**config.mk**
```make
export PLATFORM = sky130hd
export DESIGN_NAME = jpeg_header_segment_parser_flat
export DESIGN_NICKNAME = d
export VERILOG_FILES = /design/src/hdl/jhsp_pkg.sv /design/src/hdl/jhsp_ifs.sv /design/src/hdl/jhsp_in_stage.sv /design/src/hdl/jhsp_parser.sv /design/src/hdl/jhsp_out_stage.sv /design/src/hdl/jpeg_header_segment_parser.sv /design/src/flat_wrapper.sv
export SDC_FILE = /design/constraint.sdc
export NUM_CORES = 1
export LEC_CHECK = 0
export ABC_AREA = 1
export BUFFER_PORTS_ARGS = -buffer_cell sky130_fd_sc_hd__clkbuf_2
export CORE_ASPECT_RATIO = 0.7
export CORE_MARGIN = 2
export CORE_UTILIZATION = 40
export DETAILED_ROUTE_END_ITERATION = 6
export GPL_ROUTABILITY_DRIVEN = 1
export SLEW_MARGIN = 20
export SYNTH_ARGS = -nofsm -noshare
export SYNTH_HDL_FRONTEND = slang
export SYNTH_SLANG_ARGS = --single-unit
export TNS_END_PERCENT = 30
```
**constraint.sdc**
```tcl
create_clock -name clk -period 11.13 [get_ports clk]
set_input_delay 2.226 -clock clk [delete_from_list [all_inputs] [get_ports clk]]
set_output_delay 2.226 -clock clk [all_outputs]
set_load 0.005 [all_outputs]
```
**src/hdl/jhsp_pkg.sv**
```systemverilog
// Shared constants, record kinds, phase encoding and stage types for the header parser.
`default_nettype none

package jhsp_pkg;

  // Largest number of frame or scan components that are reported.
  localparam int unsigned MAX_COMPONENTS = 4;

  // Marker bytes.
  localparam logic [7:0] MARK_PREFIX = 8'hFF;
  localparam logic [7:0] MARK_SOI    = 8'hD8;
  localparam logic [7:0] MARK_EOI    = 8'hD9;
  localparam logic [7:0] MARK_DQT    = 8'hDB;
  localparam logic [7:0] MARK_SOF0   = 8'hC0;
  localparam logic [7:0] MARK_DHT    = 8'hC4;
  localparam logic [7:0] MARK_SOS    = 8'hDA;

  // Largest Huffman symbol total that is not flagged.
  localparam logic [11:0] HUFF_TOTAL_LIMIT = 12'd256;

  // Record kinds.
  localparam logic [3:0] KIND_QUANT      = 4'd0;
  localparam logic [3:0] KIND_PRECISION  = 4'd1;
  localparam logic [3:0] KIND_HEIGHT     = 4'd2;
  localparam logic [3:0] KIND_WIDTH      = 4'd3;
  localparam logic [3:0] KIND_COMP_COUNT = 4'd4;
  localparam logic [3:0] KIND_COMPONENT  = 4'd5;
  localparam logic [3:0] KIND_HUFF_COUNT = 4'd6;
  localparam logic [3:0] KIND_HUFF_VALUE = 4'd7;
  localparam logic [3:0] KIND_HUFF_TOTAL = 4'd8;
  localparam logic [3:0] KIND_SCAN_COUNT = 4'd9;
  localparam logic [3:0] KIND_SCAN_COMP  = 4'd10;
  localparam logic [3:0] KIND_HDR_DONE   = 4'd11;
  localparam logic [3:0] KIND_END_IMAGE  = 4'd12;
  localparam logic [3:0] KIND_SKIPPED    = 4'd13;

  // Parse phases.
  typedef enum logic [2:0] {
    PH_SCAN,
    PH_MARK,
    PH_LEN_HI,
    PH_LEN_LO,
    PH_PAYLOAD,
    PH_DONE
  } phase_t;

  // One result record.
  typedef struct packed {
    logic [3:0]  record_kind;
    logic        table_class;
    logic [3:0]  table_select;
    logic [7:0]  entry_index;
    logic [15:0] field_value;
    logic [3:0]  sampling_h;
    logic [3:0]  sampling_v;
    logic [3:0]  dc_table;
    logic [3:0]  ac_table;
    logic        error_flag;
  } record_t;

  // Input register contents handed to the parser.
  typedef struct packed {
    logic       valid;
    logic [7:0] data;
  } byte_stage_t;

  // Record produced by the parser for the output register.
  typedef struct packed {
    logic    valid;
    record_t rec;
  } rec_stage_t;

endpackage

`default_nettype wire

```
**src/hdl/jhsp_ifs.sv**
```systemverilog
// Valid/ready channel interfaces for the byte stream and the record stream.
`default_nettype none

interface jhsp_byte_if;
  logic       valid;
  logic       ready;
  logic [7:0] stream_byte;

  modport source(output valid, output stream_byte, input ready);
  modport sink(input valid, input stream_byte, output ready);
endinterface

interface jhsp_rec_if;
  logic             valid;
  logic             ready;
  jhsp_pkg::record_t rec;

  modport source(output valid, output rec, input ready);
  modport sink(input valid, input rec, output ready);
endinterface

`default_nettype wire

```
**src/hdl/jhsp_in_stage.sv**
```systemverilog
// Input register that holds one accepted stream byte until the parser takes it.
`default_nettype none

module jhsp_in_stage (
  input  wire logic                  clk,
  input  wire logic                  rst,
  jhsp_byte_if.sink                  stream,
  input  wire logic                  take,
  output jhsp_pkg::byte_stage_t      held
);

  logic       full;
  logic [7:0] data;

  // The register can load when it is empty or its byte leaves this cycle.
  assign stream.ready = !full || take;

  always_ff @(posedge clk) begin
    if (rst) begin
      full <= 1'b0;
    end else if (stream.valid && stream.ready) begin
      full <= 1'b1;
    end else if (take) begin
      full <= 1'b0;
    end
  end

  always_ff @(posedge clk) begin
    if (stream.valid && stream.ready) begin
      data <= stream.stream_byte;
    end
  end

  assign held.valid = full;
  assign held.data  = data;

endmodule

`default_nettype wire

```
**src/hdl/jhsp_parser.sv**
```systemverilog
// Marker and segment state machine that turns one byte into at most one record.
`default_nettype none

module jhsp_parser (
  input  wire logic                  clk,
  input  wire logic                  rst,
  input  wire jhsp_pkg::byte_stage_t held,
  input  wire logic                  take,
  output jhsp_pkg::rec_stage_t       result
);

  jhsp_pkg::phase_t phase, phase_next;

  logic [7:0]  marker, marker_next;
  logic [15:0] plen, plen_next;
  logic [15:0] pos, pos_next;
  logic [7:0]  item_count, item_count_next;
  logic [11:0] sym_total, sym_total_next;
  logic        held_cls, held_cls_next;
  logic [3:0]  held_sel, held_sel_next;
  logic [7:0]  held_hi, held_hi_next;
  logic [7:0]  held_id, held_id_next;
  logic [7:0]  held_samp, held_samp_next;
  logic [1:0]  sub, sub_next;
  logic [7:0]  slot, slot_next;

  logic [7:0]  b;
  logic        step;
  logic [15:0] len_word;
  logic [15:0] plen_new;
  logic        last;
  logic [15:0] pos_m1;
  logic [15:0] pos_m17;
  logic [11:0] sym_sum;
  logic [7:0]  slot_inc;
  logic        in_range;
  logic        known;
  logic        has_rec;
  jhsp_pkg::record_t rec;

  assign b    = held.data;
  assign step = held.valid && take;

  // Shared arithmetic on the current byte and position.
  assign len_word = {held_hi, b};
  assign plen_new = (len_word >= 16'd2) ? (len_word - 16'd2) : 16'd0;
  assign last     = ({1'b0, pos} + 17'd1) >= {1'b0, plen};
  assign pos_m1   = pos - 16'd1;
  assign pos_m17  = pos - 16'd17;
  assign sym_sum  = sym_total + {4'd0, b};
  assign slot_inc = (slot == 8'hFF) ? slot : (slot + 8'd1);
  assign in_range = (slot < item_count) &&
                    ({24'd0, slot} < 32'(jhsp_pkg::MAX_COMPONENTS));
  assign known    = (marker == jhsp_pkg::MARK_DQT) || (marker == jhsp_pkg::MARK_SOF0) ||
                    (marker == jhsp_pkg::MARK_DHT) || (marker == jhsp_pkg::MARK_SOS);

  // Next phase.
  always_comb begin
    phase_next = phase;
    if (step) begin
      unique case (phase)
        jhsp_pkg::PH_SCAN: begin
          if (b == jhsp_pkg::MARK_PREFIX) phase_next = jhsp_pkg::PH_MARK;
        end
        jhsp_pkg::PH_MARK: begin
          priority if (b == jhsp_pkg::MARK_PREFIX) phase_next = jhsp_pkg::PH_MARK;
          else if (b == jhsp_pkg::MARK_SOI)        phase_next = jhsp_pkg::PH_SCAN;
          else if (b == jhsp_pkg::MARK_EOI)        phase_next = jhsp_pkg::PH_DONE;
          else                                     phase_next = jhsp_pkg::PH_LEN_HI;
        end
        jhsp_pkg::PH_LEN_HI: phase_next = jhsp_pkg::PH_LEN_LO;
        jhsp_pkg::PH_LEN_LO: begin
          if (plen_new == 16'd0) begin
            phase_next = (marker == jhsp_pkg::MARK_SOS) ? jhsp_pkg::PH_DONE
                                                        : jhsp_pkg::PH_SCAN;
          end else begin
            phase_next = jhsp_pkg::PH_PAYLOAD;
          end
        end
        jhsp_pkg::PH_PAYLOAD: begin
          if (last) begin
            phase_next = (marker == jhsp_pkg::MARK_SOS) ? jhsp_pkg::PH_DONE
                                                        : jhsp_pkg::PH_SCAN;
          end
        end
        jhsp_pkg::PH_DONE: phase_next = jhsp_pkg::PH_DONE;
        default:           phase_next = jhsp_pkg::PH_SCAN;
      endcase
    end
  end

  // Segment bookkeeping and held fields.
  always_comb begin
    marker_next     = marker;
    plen_next       = plen;
    pos_next        = pos;
    item_count_next = item_count;
    sym_total_next  = sym_total;
    held_cls_next   = held_cls;
    held_sel_next   = held_sel;
    held_hi_next    = held_hi;
    held_id_next    = held_id;
    held_samp_next  = held_samp;
    sub_next        = sub;
    slot_next       = slot;
    if (step) begin
      unique case (phase)
        jhsp_pkg::PH_MARK: begin
          if (b != jhsp_pkg::MARK_PREFIX && b != jhsp_pkg::MARK_SOI &&
              b != jhsp_pkg::MARK_EOI) begin
            marker_next = b;
          end
        end
        jhsp_pkg::PH_LEN_HI: held_hi_next = b;
        jhsp_pkg::PH_LEN_LO: begin
          plen_next       = plen_new;
          pos_next        = 16'd0;
          item_count_next = 8'd0;
          sym_total_next  = 12'd0;
          held_cls_next   = 1'b0;
          held_sel_next   = 4'd0;
          sub_next        = 2'd0;
          slot_next       = 8'd0;
        end
        jhsp_pkg::PH_PAYLOAD: begin
          pos_next = pos + 16'd1;
          priority if (marker == jhsp_pkg::MARK_DQT) begin
            if (pos == 16'd0) held_sel_next = b[3:0];
          end else if (marker == jhsp_pkg::MARK_SOF0) begin
            // Components are three bytes each from payload position six on.
            if (pos == 16'd1 || pos == 16'd3) held_hi_next = b;
            if (pos == 16'd5) item_count_next = b;
            if (pos >= 16'd6) begin
              if (in_range && sub == 2'd0) held_id_next = b;
              if (in_range && sub == 2'd1) held_samp_next = b;
              if (sub == 2'd2) begin
                sub_next  = 2'd0;
                slot_next = slot_inc;
              end else begin
                sub_next = sub + 2'd1;
              end
            end
          end else if (marker == jhsp_pkg::MARK_DHT) begin
            if (pos == 16'd0) begin
              held_cls_next = b[4];
              held_sel_next = b[3:0];
            end else if (pos <= 16'd16) begin
              sym_total_next = sym_sum;
            end
          end else if (marker == jhsp_pkg::MARK_SOS) begin
            // Scan components are two bytes each after the count.
            if (pos == 16'd0) begin
              item_count_next = b;
            end else begin
              if (in_range && sub == 2'd0) held_id_next = b;
              if (sub == 2'd1) begin
                sub_next  = 2'd0;
                slot_next = slot_inc;
              end else begin
                sub_next = 2'd1;
              end
            end
          end else begin
            marker_next = marker;
          end
        end
        default: begin
          marker_next = marker;
        end
      endcase
    end
  end

  // Record for the current byte.
  always_comb begin
    has_rec = 1'b0;
    rec     = '0;
    unique case (phase)
      jhsp_pkg::PH_MARK: begin
        if (b == jhsp_pkg::MARK_EOI) begin
          has_rec          = 1'b1;
          rec.record_kind  = jhsp_pkg::KIND_END_IMAGE;
          rec.field_value  = {8'd0, jhsp_pkg::MARK_EOI};
        end
      end
      jhsp_pkg::PH_LEN_LO: begin
        if (!known) begin
          has_rec          = 1'b1;
          rec.record_kind  = jhsp_pkg::KIND_SKIPPED;
          rec.field_value  = {8'd0, marker};
        end
        if (plen_new == 16'd0 && marker == jhsp_pkg::MARK_SOS) begin
          has_rec          = 1'b1;
          rec              = '0;
          rec.record_kind  = jhsp_pkg::KIND_HDR_DONE;
          rec.field_value  = {8'd0, jhsp_pkg::MARK_SOS};
        end
      end
      jhsp_pkg::PH_PAYLOAD: begin
        priority if (marker == jhsp_pkg::MARK_DQT) begin
          if (pos != 16'd0 && pos <= 16'd64) begin
            has_rec          = 1'b1;
            rec.record_kind  = jhsp_pkg::KIND_QUANT;
            rec.table_select = held_sel;
            rec.entry_index  = pos_m1[7:0];
            rec.field_value  = {8'd0, b};
          end
        end else if (marker == jhsp_pkg::MARK_SOF0) begin
          priority if (pos == 16'd0) begin
            has_rec         = 1'b1;
            rec.record_kind = jhsp_pkg::KIND_PRECISION;
            rec.field_value = {8'd0, b};
          end else if (pos == 16'd2) begin
            has_rec         = 1'b1;
            rec.record_kind = jhsp_pkg::KIND_HEIGHT;
            rec.field_value = len_word;
          end else if (pos == 16'd4) begin
            has_rec         = 1'b1;
            rec.record_kind = jhsp_pkg::KIND_WIDTH;
            rec.field_value = len_word;
          end else if (pos == 16'd5) begin
            has_rec         = 1'b1;
            rec.record_kind = jhsp_pkg::KIND_COMP_COUNT;
            rec.field_value = {8'd0, b};
          end else if (pos >= 16'd6 && in_range && sub == 2'd2) begin
            has_rec          = 1'b1;
            rec.record_kind  = jhsp_pkg::KIND_COMPONENT;
            rec.table_select = b[3:0];
            rec.entry_index  = slot;
            rec.field_value  = {8'd0, held_id};
            rec.sampling_h   = held_samp[7:4];
            rec.sampling_v   = held_samp[3:0];
          end else begin
            has_rec = 1'b0;
          end
        end else if (marker == jhsp_pkg::MARK_DHT) begin
          rec.table_class  = held_cls;
          rec.table_select = held_sel;
          priority if (pos == 16'd0) begin
            rec = '0;
          end else if (pos < 16'd16) begin
            has_rec         = 1'b1;
            rec.record_kind = jhsp_pkg::KIND_HUFF_COUNT;
            rec.entry_index = pos_m1[7:0];
            rec.field_value = {8'd0, b};
          end else if (pos == 16'd16) begin
            has_rec         = 1'b1;
            rec.record_kind = jhsp_pkg::KIND_HUFF_TOTAL;
            rec.entry_index = 8'd15;
            rec.field_value = {4'd0, sym_sum};
            rec.error_flag  = sym_sum > jhsp_pkg::HUFF_TOTAL_LIMIT;
          end else if (pos_m17 < {4'd0, sym_total} && pos_m17 < 16'd256) begin
            has_rec         = 1'b1;
            rec.record_kind = jhsp_pkg::KIND_HUFF_VALUE;
            rec.entry_index = pos_m17[7:0];
            rec.field_value = {8'd0, b};
          end else begin
            rec = '0;
          end
        end else if (marker == jhsp_pkg::MARK_SOS) begin
          priority if (pos == 16'd0) begin
            has_rec         = 1'b1;
            rec.record_kind = jhsp_pkg::KIND_SCAN_COUNT;
            rec.field_value = {8'd0, b};
          end else if (in_range && sub == 2'd1) begin
            has_rec         = 1'b1;
            rec.record_kind = jhsp_pkg::KIND_SCAN_COMP;
            rec.entry_index = slot;
            rec.field_value = {8'd0, held_id};
            rec.dc_table    = b[7:4];
            rec.ac_table    = b[3:0];
          end else begin
            has_rec = 1'b0;
          end
        end else begin
          has_rec = 1'b0;
        end
        // The last scan header byte reports completion instead.
        if (last && marker == jhsp_pkg::MARK_SOS) begin
          has_rec         = 1'b1;
          rec             = '0;
          rec.record_kind = jhsp_pkg::KIND_HDR_DONE;
          rec.field_value = {8'd0, jhsp_pkg::MARK_SOS};
        end
      end
      default: begin
        has_rec = 1'b0;
      end
    endcase
  end

  assign result.valid = step && has_rec;
  assign result.rec   = rec;

  // Phase register.
  always_ff @(posedge clk) begin
    if (rst) begin
      phase <= jhsp_pkg::PH_SCAN;
    end else begin
      phase <= phase_next;
    end
  end

  // Segment registers; each is loaded before it is read.
  always_ff @(posedge clk) begin
    marker     <= marker_next;
    plen       <= plen_next;
    pos        <= pos_next;
    item_count <= item_count_next;
    sym_total  <= sym_total_next;
    held_cls   <= held_cls_next;
    held_sel   <= held_sel_next;
    held_hi    <= held_hi_next;
    held_id    <= held_id_next;
    held_samp  <= held_samp_next;
    sub        <= sub_next;
    slot       <= slot_next;
  end

endmodule

`default_nettype wire

```
**src/hdl/jhsp_out_stage.sv**
```systemverilog
// Output register that holds one record until the downstream side takes it.
`default_nettype none

module jhsp_out_stage (
  input  wire logic                  clk,
  input  wire logic                  rst,
  input  wire jhsp_pkg::rec_stage_t  result,
  jhsp_rec_if.source                 records,
  output logic                       free
);

  logic              full;
  jhsp_pkg::record_t rec;

  // A new record may land when the register is empty or being emptied.
  assign free = !full || records.ready;

  always_ff @(posedge clk) begin
    if (rst) begin
      full <= 1'b0;
    end else if (result.valid) begin
      full <= 1'b1;
    end else if (records.ready) begin
      full <= 1'b0;
    end
  end

  always_ff @(posedge clk) begin
    if (result.valid) begin
      rec <= result.rec;
    end
  end

  assign records.valid = full;
  assign records.rec   = rec;

endmodule

`default_nettype wire

```
**src/hdl/jpeg_header_segment_parser.sv**
```systemverilog
// Top level of the streaming JPEG header parser: input register, parser, output register.
//
//   Channel   Modport  Carries               Moves per request
//   stream    sink     stream_byte (8 bits)  one file byte
//   records   source   record_t fields       one parsed record
//
// One byte is taken per cycle; with records ready held high the block never stalls.
// A record passes through the input register and then the output register before it is
// presented; the parse state machine updates once for each byte that the parser takes.
// Reset (rst, synchronous) empties both registers and returns to marker scanning.
// A stalled record register holds the parser, which then holds the input register.
`default_nettype none

module jpeg_header_segment_parser (
  input  wire logic  clk,
  input  wire logic  rst,
  jhsp_byte_if.sink  stream,
  jhsp_rec_if.source records
);

  jhsp_pkg::byte_stage_t held;
  jhsp_pkg::rec_stage_t  result;
  logic                  free;
  logic                  take;

  // The parser consumes the held byte whenever its record can be stored.
  assign take = held.valid && free;

  jhsp_in_stage u_in (
    .clk    (clk),
    .rst    (rst),
    .stream (stream),
    .take   (take),
    .held   (held)
  );

  jhsp_parser u_parser (
    .clk    (clk),
    .rst    (rst),
    .held   (held),
    .take   (take),
    .result (result)
  );

  jhsp_out_stage u_out (
    .clk     (clk),
    .rst     (rst),
    .result  (result),
    .records (records),
    .free    (free)
  );

`ifndef ASSERT_OFF
  // A record is only produced for a byte that is being consumed.
  a_rec_needs_take: assert property (@(posedge clk) disable iff (rst)
    result.valid |-> take)
    else $error("record produced without a consumed byte");

  // A produced record is presented on the next cycle.
  a_rec_presented: assert property (@(posedge clk) disable iff (rst)
    result.valid |=> records.valid)
    else $error("produced record was lost");

  // An accepted byte is held in the input register on the next cycle.
  a_byte_held: assert property (@(posedge clk) disable iff (rst)
    stream.valid && stream.ready |=> held.valid)
    else $error("accepted byte was lost");

  // A stalled record register must not be overwritten.
  a_no_overwrite: assert property (@(posedge clk) disable iff (rst)
    records.valid && !records.ready |-> !result.valid)
    else $error("pending record overwritten");
`endif

endmodule

`default_nettype wire

```
**src/flat_wrapper.sv**
```systemverilog
// flat-port wrapper written by rule: the top's interface ports become plain ports
module jpeg_header_segment_parser_flat 
  (clk, rst, stream_valid, stream_stream_byte, stream_ready, records_valid, records_rec, records_ready);
  jhsp_byte_if stream_i ();
  jhsp_rec_if records_i ();
  input  wire logic clk;
  input  wire logic rst;
  input wire logic [$bits(stream_i.valid)-1:0] stream_valid;
  input wire logic [$bits(stream_i.stream_byte)-1:0] stream_stream_byte;
  output wire logic [$bits(stream_i.ready)-1:0] stream_ready;
  output wire logic [$bits(records_i.valid)-1:0] records_valid;
  output wire logic [$bits(records_i.rec)-1:0] records_rec;
  input wire logic [$bits(records_i.ready)-1:0] records_ready;
  assign stream_i.valid = stream_valid;
  assign stream_i.stream_byte = stream_stream_byte;
  assign stream_ready = stream_i.ready;
  assign records_valid = records_i.valid;
  assign records_rec = records_i.rec;
  assign records_i.ready = records_ready;
  jpeg_header_segment_parser u_core (.clk(clk), .rst(rst), .stream(stream_i), .records(records_i));
endmodule
```
==> run summary <==
initial antenna violation count = 0
R2R Setup Slk = 6.28 ns
crit share post-route = 0.4362
Static Leak = 0.005118 µW
Reg2Reg Depth = 27
post-route insts no fill = 1578
PwrDens = 118.4 nW/µm²
hold path endpoint = u_core.u_parser.phase[1]
hold buffers post-CTS = 0
Clock Skew = 0.01014 ns
worst-margin pin slew = 1.042 ns
Max transition margin = 0.3029
vias in the first global route = 7515
IO Pins = 64
Critical-path top delay cell = clkinv_2
asr flop ratio synth = 0
TritonRoute pass-1 iters = 5
post-cts resize count = 0
Syn. warnings = 0
Hold/Removal Path Class = reg -> reg
layout cells sized above 1 = 0.1660
fin worst setup slack = 6.276 ns
synthesized area = 10110 µm²
WP data arrival = 4.77 ns
placed cells = 1546
Layout Utilization = 0.4629
RSZ-0062 raised after global routing = no
FMAX = 0.2060 GHz
core area = 24740 µm²
number of flops mapped to enable cells by yosys = 157
DRC = 0
maxcap violations = 0
diodes inserted = 0
final max-slew violation count = 0
final wirelength = 28220 µm
Seq/Total Area, Yosys = 0.4761
CTS tree = yes
fillcell total = 2397
switch share = 0.2317
VDD IR-drop max = 0.0001096 V
Detailed Route Iter0 Violations = 978
Reg power frac = 0.496
crit path kind = reg -> reg
CP dominant cell by count = nand2_1
Post-Synthesis Net Count = 1228
Fin Setup TNS = 0 ns
worst-case clock buffer depth = 2
Via density = 5.259
Hold Fails Final Rpt = 0
top cell type's share of synthesized area = 0.4662
post-DR wirelength/cell = 17.88 µm
CP max FO = 50
Post CTS Setup Buffer Count = 0
Inserted Clock Buffers = 17
synth unique cells = 55
die span in x = 194.1 µm
ys flop type = edfxtp_1
crit end category = register
gpl congestion = 0.9967
Seq cells post-synth = 162
Die Footprint = 26590 µm²
Clock Sink Count = 162
GRT Util Overall = 0.2173
initial core utilization = 0.4087
Area Overhead vs Synth = 13.25%
Comb pwr share = 0.040
reg2reg start = u_core.u_parser.pos[0]
leading area contributor after synthesis = edfxtp_1
Clock Power Share = 0.464
first-pass GRT wire length = 43510 µm
Switch Pwr = 314.1 µW
hold depth = 2
global route overflow = 0
Crit path required time = 11.04 ns
dominant cells by area after synthesis = edfxtp_1 (47%), nand2_1 (8.3%), ha_1 (6.4%)
pre-CTS setup slack = 6.292 ns
largest net degree at the start of global routing = 55
CTS root buffer = clkbuf_16
outcome = complete, no violations
Die Height = 137.0 µm
Int Pwr = 1042 µW
hold_sp = u_core.u_parser.phase[1]
post-DP HPWL = 21470 µm
Worst-path clk slew = 0.07 ns
CP Launch Type = register
nets@finish = 1305
delay-heaviest family, CP = simple AND/OR/NAND/NOR gates
min Tclk post-route = 4.854 ns
Worst path max stage delay = 0.69 ns
via count = 8299
R2R Path End = u_core.u_out.records.rec[36]
cells after synthesis = 1163
cell row count = 48
H-tree depth = 4
post-route ant nets = 0
Syn Area/Cell = 8.696 µm²
clk_lat worst skew = 0.45 ns
final setup violation count = 0
IO Port Bufs = 63
worst path bufs/invs = 5
==> per-stage QoR <==
stage          cell area (µm²)  hold slack, ns  total power, µW
3_5_place_dp             10830          0.5192            738.1
3_3_place_gp             10830          0.5064            737.8
4_1_cts                  11450          0.5294             1366
5_1_grt                  11450          0.5588             1392
2_1_floorplan            10110          0.4781            716.6
6_report                 11450          0.5274             1356
==> placed cells by master, fill, tap and decap left out, types with 17 or more instances in the layout <==
cell type	instances
nor3_1	29
clkbuf_16	17
nand3_1	60
xor2_1	22
clkbuf_2	63
a21oi_1	74
nor2_1	145
inv_1	168
nand2_1	223
ha_1	52
inv_2	25
o21ai_0	34
edfxtp_1	157
nand4_1	17
==> cell usage after synthesis, types with 2 or more instances <==
| library cell | instances |
|---|---|
| nand2_2 | 15 |
| o31ai_1 | 2 |
| nand2_4 | 4 |
| and2_1 | 2 |
| nor4_4 | 2 |
| nor2_8 | 2 |
| nand3_4 | 3 |
| a211oi_1 | 4 |
| nor2_1 | 145 |
| nor2_4 | 11 |
| a21oi_2 | 2 |
| o21ai_0 | 34 |
| o21bai_1 | 3 |
| nand2_1 | 223 |
| xor2_1 | 22 |
| o21ai_1 | 7 |
| or2_2 | 4 |
| o22ai_1 | 7 |
| buf_4 | 3 |
| buf_2 | 6 |
| o211ai_1 | 8 |
| a221oi_1 | 2 |
| a21oi_1 | 74 |
| o2111ai_1 | 2 |
| nor4_1 | 7 |
| nor2_2 | 14 |
| a22o_1 | 2 |
| nand3_1 | 60 |
| nand4_1 | 17 |
| ha_1 | 52 |
| edfxtp_1 | 157 |
| inv_1 | 169 |
| nand3_2 | 5 |
| clkinv_2 | 2 |
| xnor2_1 | 4 |
| inv_2 | 25 |
| nor3_2 | 6 |
| a31oi_1 | 3 |
| nor3_1 | 29 |
| dfxtp_1 | 5 |
| clkbuf_1 | 5 |
==> cells by family (layout without fill, tap and decap cells) <==
| family | after synthesis | count (layout) | share of synthesized area |
|---|---|---|---|
| buf+inv | 213 | 303 | 0.08240 |
| flops | 162 | 162 | 0.4761 |
| xor+xnor | 27 | 27 | 0.02412 |
| compound gates | 154 | 154 | 0.08586 |
| simple gates | 554 | 554 | 0.2652 |
| fa+ha+maj | 53 | 53 | 0.06631 |
==> registers in the layout, indices dropped and copies added, names as in the netlist, 4 cells and up <==
| register | flops |
|---|---|
| u_core.u_parser.pos | 16 |
| u_core.u_out.records.rec | 50 |
| u_core.u_parser.held_hi | 8 |
| u_core.u_parser.held_id | 8 |
| u_core.u_parser.held_sel | 4 |
| u_core.u_parser.held_samp | 8 |
| u_core.u_parser.item_count | 8 |
| u_core.u_parser.marker | 8 |
| u_core.u_parser.plen | 16 |
| u_core.u_parser.sym_total | 12 |
| u_core.u_parser.slot | 8 |
| u_core.u_in.data | 8 |
==> power by group through the flow <==
stage               clock network (µW)  logic, µW  registers (µW)
global route                       661       58.6             673
detailed placement                   0       51.9             686
finish                             629       53.9             673
floorplan                            0       32.9             684
global placement                     0       51.6             686
CTS                                641       52.2             673
==> layer usage <==
| metal | global-route usage | wire (µm) | vias up |
|---|---|---|---|
| met5 | 0 | 0 | - |
| met4 | 0.05513 | 328 | 0 |
| met2 | 0.2948 | 10940 | 393 |
| li1 | - | - | 4049 |
| met1 | 0.3326 | 13860 | 3832 |
| met3 | 0.06309 | 3091 | 25 |
==> how the worst max path moves through the flow <==
stage               depth (start not counted)              startpoint                      endpoint  slack [ns]
floorplan                                   2           records_ready                  stream_ready        6.53
global placement                            4           records_ready                  stream_ready        6.32
detailed placement                          4           records_ready                  stream_ready        6.29
CTS                                        29  u_core.u_parser.pos[0]  u_core.u_out.records.rec[34]        6.29
global route                               30  u_core.u_parser.pos[0]  u_core.u_out.records.rec[42]        5.71
finish                                     27  u_core.u_parser.pos[0]  u_core.u_out.records.rec[36]        6.28
==> worst reg2reg max path: stages (launching register included) <==
cell and delay [ns]:
edfxtp_1 0.49, ha_1 0.23, nand2_1 0.11, nor3_2 0.18, nand2_2 0.12, nor3_1 0.23
inv_1 0.12, o21ai_0 0.17, inv_1 0.05, or2_2 0.31, inv_1 0.07, ha_1 0.24
a21oi_1 0.12, o21ai_0 0.10, a21oi_1 0.12, nand2_1 0.07, nand2_1 0.06, nand2_1 0.05
nand2_1 0.09, nand2_2 0.09, nand2_4 0.16, nand2_1 0.07, inv_1 0.06, nand2_1 0.05
nand2_1 0.07, nand2_1 0.06, nand2_2 0.10, clkinv_2 0.69
==> cell type report <==
cell class / instances / area [µm²] / share of cell area
inverter: 198 / 752.0 / 0.06565
tap: 325 / 406.6 / 0.03550
timing repair buffer: 73 / 390.4 / 0.03408
sequential: 162 / 4815 / 0.4204
multi-input combinational: 788 / 4472 / 0.3904
clock buffer: 18 / 429.2 / 0.03747
clock inverter: 14 / 188.9 / 0.01650
Power figures use the tool's default switching activity.
